===== src/hw/rtl/siph24_pkg.sv =====
package siph24_pkg;

	localparam int unsigned WORD_W = 64;
	localparam int unsigned STEP_W = 4;
	localparam int unsigned LEN_W  = 8;

	localparam logic [WORD_W-1:0] INIT_A    = 64'h736f6d6570736575;
	localparam logic [WORD_W-1:0] INIT_B    = 64'h646f72616e646f6d;
	localparam logic [WORD_W-1:0] INIT_C    = 64'h6c7967656e657261;
	localparam logic [WORD_W-1:0] INIT_D    = 64'h7465646279746573;
	localparam logic [WORD_W-1:0] FINAL_XOR = 64'h00000000000000ff;
	localparam int unsigned       LEN_SHIFT = 56;

	localparam logic REG_KEY_LOW  = 1'b0;
	localparam logic REG_KEY_HIGH = 1'b1;

	typedef logic [STEP_W-1:0] step_t;

	localparam step_t STEP_IDLE = 4'd0;
	localparam step_t STEP_ABS0 = 4'd1;
	localparam step_t STEP_ABS1 = 4'd2;
	localparam step_t STEP_TAL0 = 4'd3;
	localparam step_t STEP_TAL1 = 4'd4;
	localparam step_t STEP_FIN0 = 4'd5;
	localparam step_t STEP_FIN1 = 4'd6;
	localparam step_t STEP_FIN2 = 4'd7;
	localparam step_t STEP_FIN3 = 4'd8;

	typedef enum logic [1:0] {
		JMP_SEQ,
		JMP_TAKE,
		JMP_WORD,
		JMP_EMIT
	} jmp_t;

	typedef struct packed {
		logic rnd;
		logic d_blk;
		logic c_ff;
		logic a_blk;
		logic emit;
		jmp_t jmp;
	} ctl_t;

	typedef struct packed {
		logic [WORD_W-1:0] a;
		logic [WORD_W-1:0] b;
		logic [WORD_W-1:0] c;
		logic [WORD_W-1:0] d;
	} lanes_t;

	function automatic ctl_t ctl_word(input step_t step);
		ctl_t w;
		w = '{rnd: 1'b0, d_blk: 1'b0, c_ff: 1'b0, a_blk: 1'b0, emit: 1'b0, jmp: JMP_TAKE};
		unique case (step)
			STEP_IDLE: w.jmp = JMP_TAKE;
			STEP_ABS0: begin w.rnd = 1'b1; w.d_blk = 1'b1; w.jmp = JMP_SEQ; end
			STEP_ABS1: begin w.rnd = 1'b1; w.a_blk = 1'b1; w.jmp = JMP_WORD; end
			STEP_TAL0: begin w.rnd = 1'b1; w.d_blk = 1'b1; w.jmp = JMP_SEQ; end
			STEP_TAL1: begin w.rnd = 1'b1; w.a_blk = 1'b1; w.jmp = JMP_SEQ; end
			STEP_FIN0: begin w.rnd = 1'b1; w.c_ff = 1'b1; w.jmp = JMP_SEQ; end
			STEP_FIN1: begin w.rnd = 1'b1; w.jmp = JMP_SEQ; end
			STEP_FIN2: begin w.rnd = 1'b1; w.jmp = JMP_SEQ; end
			STEP_FIN3: begin w.rnd = 1'b1; w.emit = 1'b1; w.jmp = JMP_EMIT; end
			default:   w.jmp = JMP_TAKE;
		endcase
		return w;
	endfunction

	function automatic logic [WORD_W-1:0] rotl(input logic [WORD_W-1:0] x, input int unsigned n);
		return (x << n) | (x >> (WORD_W - n));
	endfunction

	function automatic lanes_t sip_round(input lanes_t l);
		lanes_t r;
		r = l;
		r.a = r.a + r.b;
		r.b = rotl(r.b, 13) ^ r.a;
		r.a = rotl(r.a, 32);
		r.c = r.c + r.d;
		r.d = rotl(r.d, 16) ^ r.c;
		r.a = r.a + r.d;
		r.d = rotl(r.d, 21) ^ r.a;
		r.c = r.c + r.b;
		r.b = rotl(r.b, 17) ^ r.c;
		r.c = rotl(r.c, 32);
		return r;
	endfunction

endpackage


===== src/hw/rtl/siphash_2_4_keyed_hash.sv =====
// SipHash-2-4 engine with a 128-bit key in two registers (index 0 key bytes 0..7, index 1 key
// bytes 8..15). The key is read only when the first word of a message is taken, so a new key
// takes effect at the next message start. Write it while no word is being processed.
// Message words arrive as 64-bit little-endian beats; byte_count matters only on the beat
// marked final_word and saturates at 8. One SipRound unit runs one round per cycle under a
// small microcode table, so a non-final word runs rounds ABS0 and ABS1 and the next word is
// taken in ABS1. A final word with fewer than 8 bytes runs TAL0, TAL1 and FIN0 to FIN3; a full
// final word runs ABS0 and ABS1, then a length-only block through those steps. FIN3 registers
// the hash and the next word is taken in the IDLE step after it. The hash sits in an output
// register while the next message starts; the last round holds until the previous hash is taken.
module siphash_2_4_keyed_hash (
	input  logic        clk,
	input  logic        arst_n,
	input  logic        cfg_we,
	input  logic        cfg_index,
	input  logic [63:0] cfg_data,
	input  logic        in_valid,
	output logic        in_ready,
	input  logic [63:0] data_word,
	input  logic [3:0]  byte_count,
	input  logic        final_word,
	output logic        out_valid,
	input  logic        out_ready,
	output logic [63:0] hash_value
);

	logic [63:0] key_lo_q, key_hi_q;
	siph24_pkg::lanes_t lanes_q, rnd_in, rnd_out;
	logic [63:0] blk_q, hash_q;
	logic [7:0] len_q, len_base, len_new;
	logic open_q, fin_q, out_valid_q;
	siph24_pkg::step_t step_q, step_d;
	siph24_pkg::ctl_t ctl;
	logic accept, stall, advance, short_tail;
	logic [3:0] eff_count;
	logic [63:0] masked, tail_blk;

	assign ctl = siph24_pkg::ctl_word(step_q);

	assign in_ready = (ctl.jmp == siph24_pkg::JMP_TAKE) ||
			((ctl.jmp == siph24_pkg::JMP_WORD) && !fin_q);
	assign accept = in_valid && in_ready;
	assign stall = ctl.emit && out_valid_q && !out_ready;
	assign advance = !stall;

	assign short_tail = final_word && (byte_count < 4'd8);
	assign eff_count = short_tail ? byte_count : 4'd8;
	assign len_base = open_q ? len_q : 8'd0;
	assign len_new = len_base + {4'd0, eff_count};

	always_comb begin
		for (int i = 0; i < 8; i++) begin
			masked[i*8 +: 8] = (i < int'(byte_count)) ? data_word[i*8 +: 8] : 8'd0;
		end
		tail_blk = masked | ({56'd0, len_new} << siph24_pkg::LEN_SHIFT);
	end

	always_comb begin
		rnd_in = lanes_q;
		if (ctl.c_ff) begin
			rnd_in.c = lanes_q.c ^ siph24_pkg::FINAL_XOR;
		end
		if (ctl.d_blk) begin
			rnd_in.d = lanes_q.d ^ blk_q;
		end
		rnd_out = siph24_pkg::sip_round(rnd_in);
		if (ctl.a_blk) begin
			rnd_out.a = rnd_out.a ^ blk_q;
		end
	end

	always_comb begin
		step_d = step_q;
		unique case (ctl.jmp)
			siph24_pkg::JMP_SEQ: step_d = step_q + siph24_pkg::step_t'(1);
			siph24_pkg::JMP_TAKE: begin
				if (accept) begin
					step_d = short_tail ? siph24_pkg::STEP_TAL0 : siph24_pkg::STEP_ABS0;
				end
			end
			siph24_pkg::JMP_WORD: begin
				if (fin_q) begin
					step_d = siph24_pkg::STEP_TAL0;
				end else if (accept) begin
					step_d = short_tail ? siph24_pkg::STEP_TAL0 : siph24_pkg::STEP_ABS0;
				end else begin
					step_d = siph24_pkg::STEP_IDLE;
				end
			end
			siph24_pkg::JMP_EMIT: begin
				if (advance) begin
					step_d = siph24_pkg::STEP_IDLE;
				end
			end
			default: step_d = siph24_pkg::STEP_IDLE;
		endcase
	end

	always_ff @(posedge clk or negedge arst_n) begin
		if (!arst_n) begin
			step_q <= siph24_pkg::STEP_IDLE;
			open_q <= 1'b0;
			len_q <= 8'd0;
			out_valid_q <= 1'b0;
			key_lo_q <= 64'd0;
			key_hi_q <= 64'd0;
			fin_q <= 1'b0;
		end else begin
			step_q <= step_d;
			if (cfg_we) begin
				if (cfg_index == siph24_pkg::REG_KEY_LOW) begin
					key_lo_q <= cfg_data;
				end else begin
					key_hi_q <= cfg_data;
				end
			end
			if (accept) begin
				open_q <= 1'b1;
				len_q <= len_new;
				fin_q <= final_word;
			end else if (ctl.emit && advance) begin
				open_q <= 1'b0;
				len_q <= 8'd0;
			end
			if (ctl.emit && advance) begin
				out_valid_q <= 1'b1;
			end else if (out_ready) begin
				out_valid_q <= 1'b0;
			end
		end
	end

	always_ff @(posedge clk) begin
		if (ctl.rnd && advance) begin
			lanes_q <= rnd_out;
		end else if (accept && !open_q) begin
			lanes_q.a <= siph24_pkg::INIT_A ^ key_lo_q;
			lanes_q.b <= siph24_pkg::INIT_B ^ key_hi_q;
			lanes_q.c <= siph24_pkg::INIT_C ^ key_lo_q;
			lanes_q.d <= siph24_pkg::INIT_D ^ key_hi_q;
		end
		if (accept) begin
			blk_q <= short_tail ? tail_blk : data_word;
		end else if ((ctl.jmp == siph24_pkg::JMP_WORD) && fin_q) begin
			blk_q <= {56'd0, len_q} << siph24_pkg::LEN_SHIFT;
		end
		if (ctl.emit && advance) begin
			hash_q <= rnd_out.a ^ rnd_out.b ^ rnd_out.c ^ rnd_out.d;
		end
	end

	assign out_valid = out_valid_q;
	assign hash_value = hash_q;

`ifndef ASSERT_OFF
	a_step_range: assert property (@(posedge clk) disable iff (!arst_n)
		step_q <= siph24_pkg::STEP_FIN3)
		else $error("step counter left the program");

	a_mid_word_no_result: assert property (@(posedge clk) disable iff (!arst_n)
		(step_q == siph24_pkg::STEP_ABS1 && !fin_q) |=> !$rose(out_valid))
		else $error("result raised after a non-final word");

	a_result_from_last_round: assert property (@(posedge clk) disable iff (!arst_n)
		$rose(out_valid) |-> $past(step_q) == siph24_pkg::STEP_FIN3)
		else $error("result raised outside the last round");

	a_close_on_result: assert property (@(posedge clk) disable iff (!arst_n)
		$rose(out_valid) |-> (!open_q && len_q == 8'd0))
		else $error("message still open after its result");
`endif

endmodule

===== config.mk =====
export PLATFORM = sky130hd
export DESIGN_NAME = siphash_2_4_keyed_hash
export DESIGN_NICKNAME = d
export VERILOG_FILES = /design/src/hw/rtl/siph24_pkg.sv /design/src/hw/rtl/siphash_2_4_keyed_hash.sv
export SDC_FILE = /design/constraint.sdc
export NUM_CORES = 2
export LEC_CHECK = 0
export BUFFER_PORTS_ARGS = -buffer_cell sky130_fd_sc_hd__buf_2
export CAP_MARGIN = 20
export CELL_PAD_IN_SITES_DETAIL_PLACEMENT = 1
export CELL_PAD_IN_SITES_GLOBAL_PLACEMENT = 1
export CORE_MARGIN = 5
export CORE_UTILIZATION = 45
export CTS_CLUSTER_DIAMETER = 100
export CTS_CLUSTER_SIZE = 8
export DETAILED_ROUTE_END_ITERATION = 8
export GPL_TIMING_DRIVEN = 0
export MAX_ROUTING_LAYER = met4
export PLACE_DENSITY = 0.8
export SETUP_SLACK_MARGIN = 0.15
export SLEW_MARGIN = 0
export SYNTH_ARGS = -nofsm -noshare
export SYNTH_HDL_FRONTEND = slang
export SYNTH_SLANG_ARGS = --single-unit

===== constraint.sdc =====
create_clock -name clk -period 19.6 [get_ports clk]
set_input_delay 0.98 -clock clk [delete_from_list [all_inputs] [get_ports clk]]
set_output_delay 0.98 -clock clk [all_outputs]
set_load 0.005 [all_outputs]

=== After elaboration in Yosys (flattened, before gate mapping) ===
Cells that the tools add are included.

* Bits of input ports: 139
* Logic and storage cells: 125
* Output and inout bits: 66
* Register bits: 527

* Equality and inequality tests: 13
* Bitwise gates (word level): 22
* Reductions and logical operators: 26
* $lt $le $gt $ge: 9
* $add $sub $neg: 6
* Multiplexer cells: 36

{| class="wikitable"
|+ Operator list
! cell !! number
|-
| 64-bit bitwise XOR || 9
|-
| 256-bit two-way mux || 2
|-
| 64-bit two-way mux || 5
|-
| 64-bit adder || 4
|-
| 64-bit by 32-bit OR with 64-bit output || 2
|-
| 8-bit two-way mux || 12
|-
| 64-bit by 13-bit OR with 64-bit output || 1
|-
| 64-bit by 16-bit OR with 64-bit output || 1
|-
| 64-bit by 17-bit OR with 64-bit output || 1
|-
| 64-bit by 21-bit OR with 64-bit output || 1
|-
| 64-bit OR || 1
|-
| 37-bit NOT || 1
|-
| 35-bit NOT || 1
|-
| 34-bit NOT || 1
|-
| 32-bit NOT || 1
|-
| 4-bit by 3-bit == test with 1-bit output, second input constant || 4
|-
| 3-bit by 4-bit < comparator with 1-bit output, first input constant || 4
|-
| 4-bit one-hot mux with 4 select lines || 1
|-
| 4-bit two-way mux || 3
|-
| 1-bit logical AND || 9
|-
| 1-bit two-way mux || 9
|-
| 8-bit by 4-bit adder with 8-bit output || 1
|-
| 4-bit by 2-bit == test with 1-bit output, second input constant || 2
|-
| 1-bit by 4-bit < comparator with 1-bit output, first input constant || 2
|-
| 20 further kinds || 34
|}

=== Longest topological paths before layout ===
* Depth in word-level cells: 12
* Gate-level depth with buffers: 37
* Gate-level depth less buffers: 34

=== Least setup slack after synthesis ===
Ideal clock, no wire load.

* Kind: register to register
* From: register step_q[0]
* To: register lanes_q[0] (netlist bit), enable pin
* Library setup time: 1.228 ns
* Clock period less this slack: 21.178 ns
* Data required time: 18.372 ns
* Slack: -1.578 ns
* Cell stages (with the launch flop): 10
* Data arrival time: 19.950 ns
* Path buffers: 2
* Cells stage by stage: dfrtp_1 > ha_1 > or2_2 > a211oi_1 > o21ai_1 > o21ai_0 > nand2_1 > clkbuf_1 > clkbuf_1 > o21ai_0

* Word-level cells in the longest chain between the ends: 9
* Elaborated cells between the ends (all ways): 24
* Classes of those cells: 10 x eq/ne; 3 x mux; 11 x reduce/logical

{| class="wikitable"
|+ RTL lines
! item !! line !! text
|-
| start: declaration || siphash_2_4_keyed_hash.sv:32 || <nowiki>siph24_pkg::step_t step_q, step_d;</nowiki>
|-
| start signal: assignment || siphash_2_4_keyed_hash.sv:101 || <nowiki>step_q <= siph24_pkg::STEP_IDLE;</nowiki>
|-
| start signal: assignment || siphash_2_4_keyed_hash.sv:109 || <nowiki>step_q <= step_d;</nowiki>
|-
| 4-bit by 2-bit == test with 1-bit output, or another cell as far along || siph24_pkg.sv:55 || <nowiki>unique case (step)</nowiki>
|-
| 6-bit OR reduction (no source line) || n/a ||
|-
| 2-bit one-hot mux with 3 select lines * || siph24_pkg.sv:55 ||
|-
| 2-bit == test || siphash_2_4_keyed_hash.sv:41 || <nowiki>((ctl.jmp == siph24_pkg::JMP_WORD) && !fin_q);</nowiki>
|-
| 1-bit logical AND || siphash_2_4_keyed_hash.sv:41 ||
|-
| 1-bit logical OR * || siphash_2_4_keyed_hash.sv:40 || <nowiki>assign in_ready = (ctl.jmp == siph24_pkg::JMP_TAKE) ||</nowiki>
|-
| named net in_ready || siphash_2_4_keyed_hash.sv:18 || <nowiki>output logic in_ready,</nowiki>
|-
| 1-bit logical AND * || siphash_2_4_keyed_hash.sv:42 || <nowiki>assign accept = in_valid && in_ready;</nowiki>
|-
| 1-bit logical AND * || siphash_2_4_keyed_hash.sv:136 || <nowiki>end else if (accept && !open_q) begin</nowiki>
|-
| 2-bit nonzero test (no source line) * || n/a ||
|-
| end signal: assignment || siphash_2_4_keyed_hash.sv:135 || <nowiki>lanes_q <= rnd_out;</nowiki>
|-
| end: declaration || siphash_2_4_keyed_hash.sv:28 || <nowiki>siph24_pkg::lanes_t lanes_q, rnd_in, rnd_out;</nowiki>
|}

The timed path passes the listed nets; every way through them passes the cells marked *.
A chain may end at the register's enable or synchronous reset.

=== Worst setup path after layout ===
* From: register step_q[1]
* To: register lanes_q[63] (netlist bit) (data pin)

* Word-level cells in the longest chain between the ends: 9
* Elaborated cells between the ends (all ways): 27
* Classes of those cells: 2 x add/sub; 8 x eq/ne; 7 x mux; 4 x bitwise; 6 x reduce/logical

{| class="wikitable"
|+ RTL lines
! item !! line !! text
|-
| 4-bit by 2-bit == test with 1-bit output or 4-bit by 1-bit == test with 1-bit output (tied branches) || siph24_pkg.sv:55 ||
|-
| 2-bit OR reduction (no source line) || n/a ||
|-
| 1-bit two-way mux || siph24_pkg.sv:55 ||
|-
| 64-bit two-way mux || siphash_2_4_keyed_hash.sv:63 || <nowiki>if (ctl.d_blk) begin</nowiki>
|-
| 64-bit adder or 64-bit by 16-bit OR with 64-bit output (tied branches) || siph24_pkg.sv:80, siph24_pkg.sv:71 ||
|-
| 64-bit bitwise XOR || siph24_pkg.sv:81 || <nowiki>r.d = rotl(r.d, 16) ^ r.c;</nowiki>
|-
| 64-bit adder or 64-bit by 21-bit OR with 64-bit output (tied branches) || siph24_pkg.sv:82, siph24_pkg.sv:71 ||
|-
| 64-bit bitwise XOR || siph24_pkg.sv:83 || <nowiki>r.d = rotl(r.d, 21) ^ r.a;</nowiki>
|-
| 256-bit two-way mux * || siphash_2_4_keyed_hash.sv:134 || <nowiki>if (ctl.rnd && advance) begin</nowiki>
|}

Every way passes the cells marked *; elsewhere a longest branch is shown, timed or not.

==> out/qor.yml <==
status: "complete, no violations"
dp.cells: 5941
worst_pin_slew_ps: 1440
nNetsFinal: 5185
crit_path_end_kind: "flop"
synth-seq-area-share_pct: 36.0
place_ws_ps: 7040
syn-cell-area_mm2: 0.0419
syn_area_per_cell_um2: 9.51
drtIter0Drc: 7082
cap_violations: 0
slowest_delay_ps: 1050
setup_slack_ps: 5850
synthArstFlopShare_pct: 27.1
critPathLaunchType: "flop"
cts_tree: "done"
postPlaceCellArea_mm2: 0.0457
grtUsageTotal_pct: 53.7
startpoint: "step_q[1]$_DFFE_PN0P_"
ys_warn_count: 0
grt_overflow: 0
root_buffer: "clkbuf_16"
via_count: 42200
grt_max_degree: 96
htreeDepth: 3
hold_violations: 0
drt-total-wl_mm: 267
grt_setup_unrepaired: "false"
synth_edf_count: 384
skew_ps: 72.8
synth_seq_cells: 527
design_area_mm2: 0.0482
reg2regPathDepth: 36
fin_crit_ps: 13750
routedWlPerCell_um: 43.6
io_pins: 205
r2r_setup_slack_ps: 5850
dr.pass1.iters: 9
drive_gt1_share_pct: 12.3
crit_required_ps: 20020
die_area_mm2: 0.0994
die_w_um: 315
drcViolationCount: 0
cts_buffers: 77
avgViaCountPerCell: 6.89
path_clk_slew_ps: 50
setup_viol: 0
cts_buffer_depth: 3
cts_hold_buffers: 0
gp_congestion: 1.28
syn2layout_area_growth_pct: 15.1
post-route-period-util_pct: 70.1
hp-class: "in -> async"
n_fill_cell: 10500
max_freq_mhz: 72.7
report.final.slew_viol_count: 0
final_common_cell: "xnor2_1"
cts_resized: 0
clk_latency_ps: 710
synthFlopType: "edfxtp_1"
worstReg2RegStart: "step_q[1]$_DFFE_PN0P_"
crit_arrival_ps: 14170
synth_cells: 4408
io_buffers: 204
crit_path_max_fanout: 10
final_cell_mix: "469 x xnor2_1, 438 x nand2_1, 392 x a21oi_1, 384 x edfxtp_1, 314 x xor2_1"
antenna_found_initial: 23
core_area_mm2: 0.0929
postCtsSetupBuffers: 0
dp_hpwl_mm: 223
grt_first_pass_wirelength_mm: 350
instances_no_fill: 6126
grt_pass1_vias: 40300
path_class: "reg -> reg"
die_h_um: 315
ys_types: 105
synth_nets: 4810
initial_utilization_pct: 45.1
fin_util_pct: 51.9
drtAntennaViolNets: 0
rows: 112
crit_path_top_delay_cell: "xnor2_1"
slew_headroom_pct: 4.10
cts_sinks: 527
## path summary, 6_finish.rpt
kind                                       endpoint
setup / recovery              lanes_q[63]$_DFFE_PP_
hold / removal              key_lo_q[3]$_DFFE_PN0P_
setup reg to reg              lanes_q[63]$_DFFE_PP_
hold reg to reg            key_hi_q[54]$_DFFE_PN0P_
max in group asynchronous  key_hi_q[26]$_DFFE_PN0P_
min in group clk           key_hi_q[54]$_DFFE_PN0P_
## synth_stat cells (25+ instances only)
library cell | instances | area share [%]
xnor2_1 | 481 | 10
nand2_1 | 439 | 3.9
a21oi_1 | 392 | 4.7
edfxtp_1 | 384 | 28
xor2_1 | 317 | 6.6
nor2_1 | 261 | 2.3
ha_1 | 258 | 7.7
o21ai_0 | 221 | 2.6
a21o_1 | 210 | 3.8
clkbuf_1 | 164 | 1.5
inv_1 | 156 | 1.4
dfrtp_1 | 143 | 8.5
mux2_2 | 129 | 3.5
and2_1 | 88 | 1.3
nand3_1 | 80 | 0.95
nand4_1 | 53 | 0.79
o21bai_1 | 50 | 0.90
nor3_1 | 41 | 0.49
a21boi_0 | 40 | 0.72
and3_1 | 37 | 0.55
nor2b_1 | 37 | 0.55
o21a_1 | 36 | 0.64
a31oi_1 | 35 | 0.52
a211oi_1 | 33 | 0.59
mux2i_1 | 25 | 0.60
## layout make-up
cell class | instances | area [um2] | area share [%]
antenna | 33 | 82.6 | 0.171
tap | 1254 | 1570 | 3.25
clock inverter | 9 | 186 | 0.386
timing repair buffer | 296 | 2190 | 4.54
multi-input combinational | 3548 | 25700 | 53.3
sequential | 527 | 15100 | 31.3
buffer | 176 | 681 | 1.41
inverter | 157 | 592 | 1.23
clock buffer | 126 | 2140 | 4.44
## metrics by stage
stage	hold slack (ps)	TNS (ps)
after CTS	260	0
after floorplan	471	0
final	260	0
after global routing	300	0
after global placement	482	-798000
after detailed placement	494	0
## worst max-delay path, delay by kind of cell, from the launching register on
family | cells | cell delay (ps)
xor+xnor | 4 | 2890
compound gates | 16 | 4990
fa+ha+maj | 4 | 1280
buf+inv | 7 | 2280
flops | 1 | 440
simple gates | 5 | 1510
## cell families (layout without fill, tap and decap cells)
logic type	count (synthesis)	count (layout)	synth area share, %
AOI/OAI and AO/OA	1183	1183	18.2
and+or+nand+nor	1116	1116	12.2
xor gates and xnor gates	832	832	18.4
DFF	527	527	36.0
buffers and inverters	333	764	3.03
adders and majority gates	263	263	7.94
muxes	154	154	4.06
other	0	33	0
## registers in the layout, summed over array words and instances, names as in the netlist
| name | cells |
|---|---|
| blk_q | 64 |
| key_hi_q | 64 |
| open_q | 1 |
| len_q | 8 |
| fin_q | 1 |
| out_valid | 1 |
| lanes_q | 256 |
| step_q | 4 |
| key_lo_q | 64 |
| hash_value | 64 |
## metal layers
metal | part of all wire (%) | vias to the layer above | track usage (%)
met2 | 38 | 3769 | 69.7
li1 | - | 16500 | -
met5 | 0 | - | -
met4 | 11 | 0 | 42.6
met3 | 16 | 1122 | 25.4
met1 | 36 | 20800 | 62.6
Power is left out: the tool's default activity adds up to more than one toggle a clock period on the data nets, which glitch-free logic cannot reach.
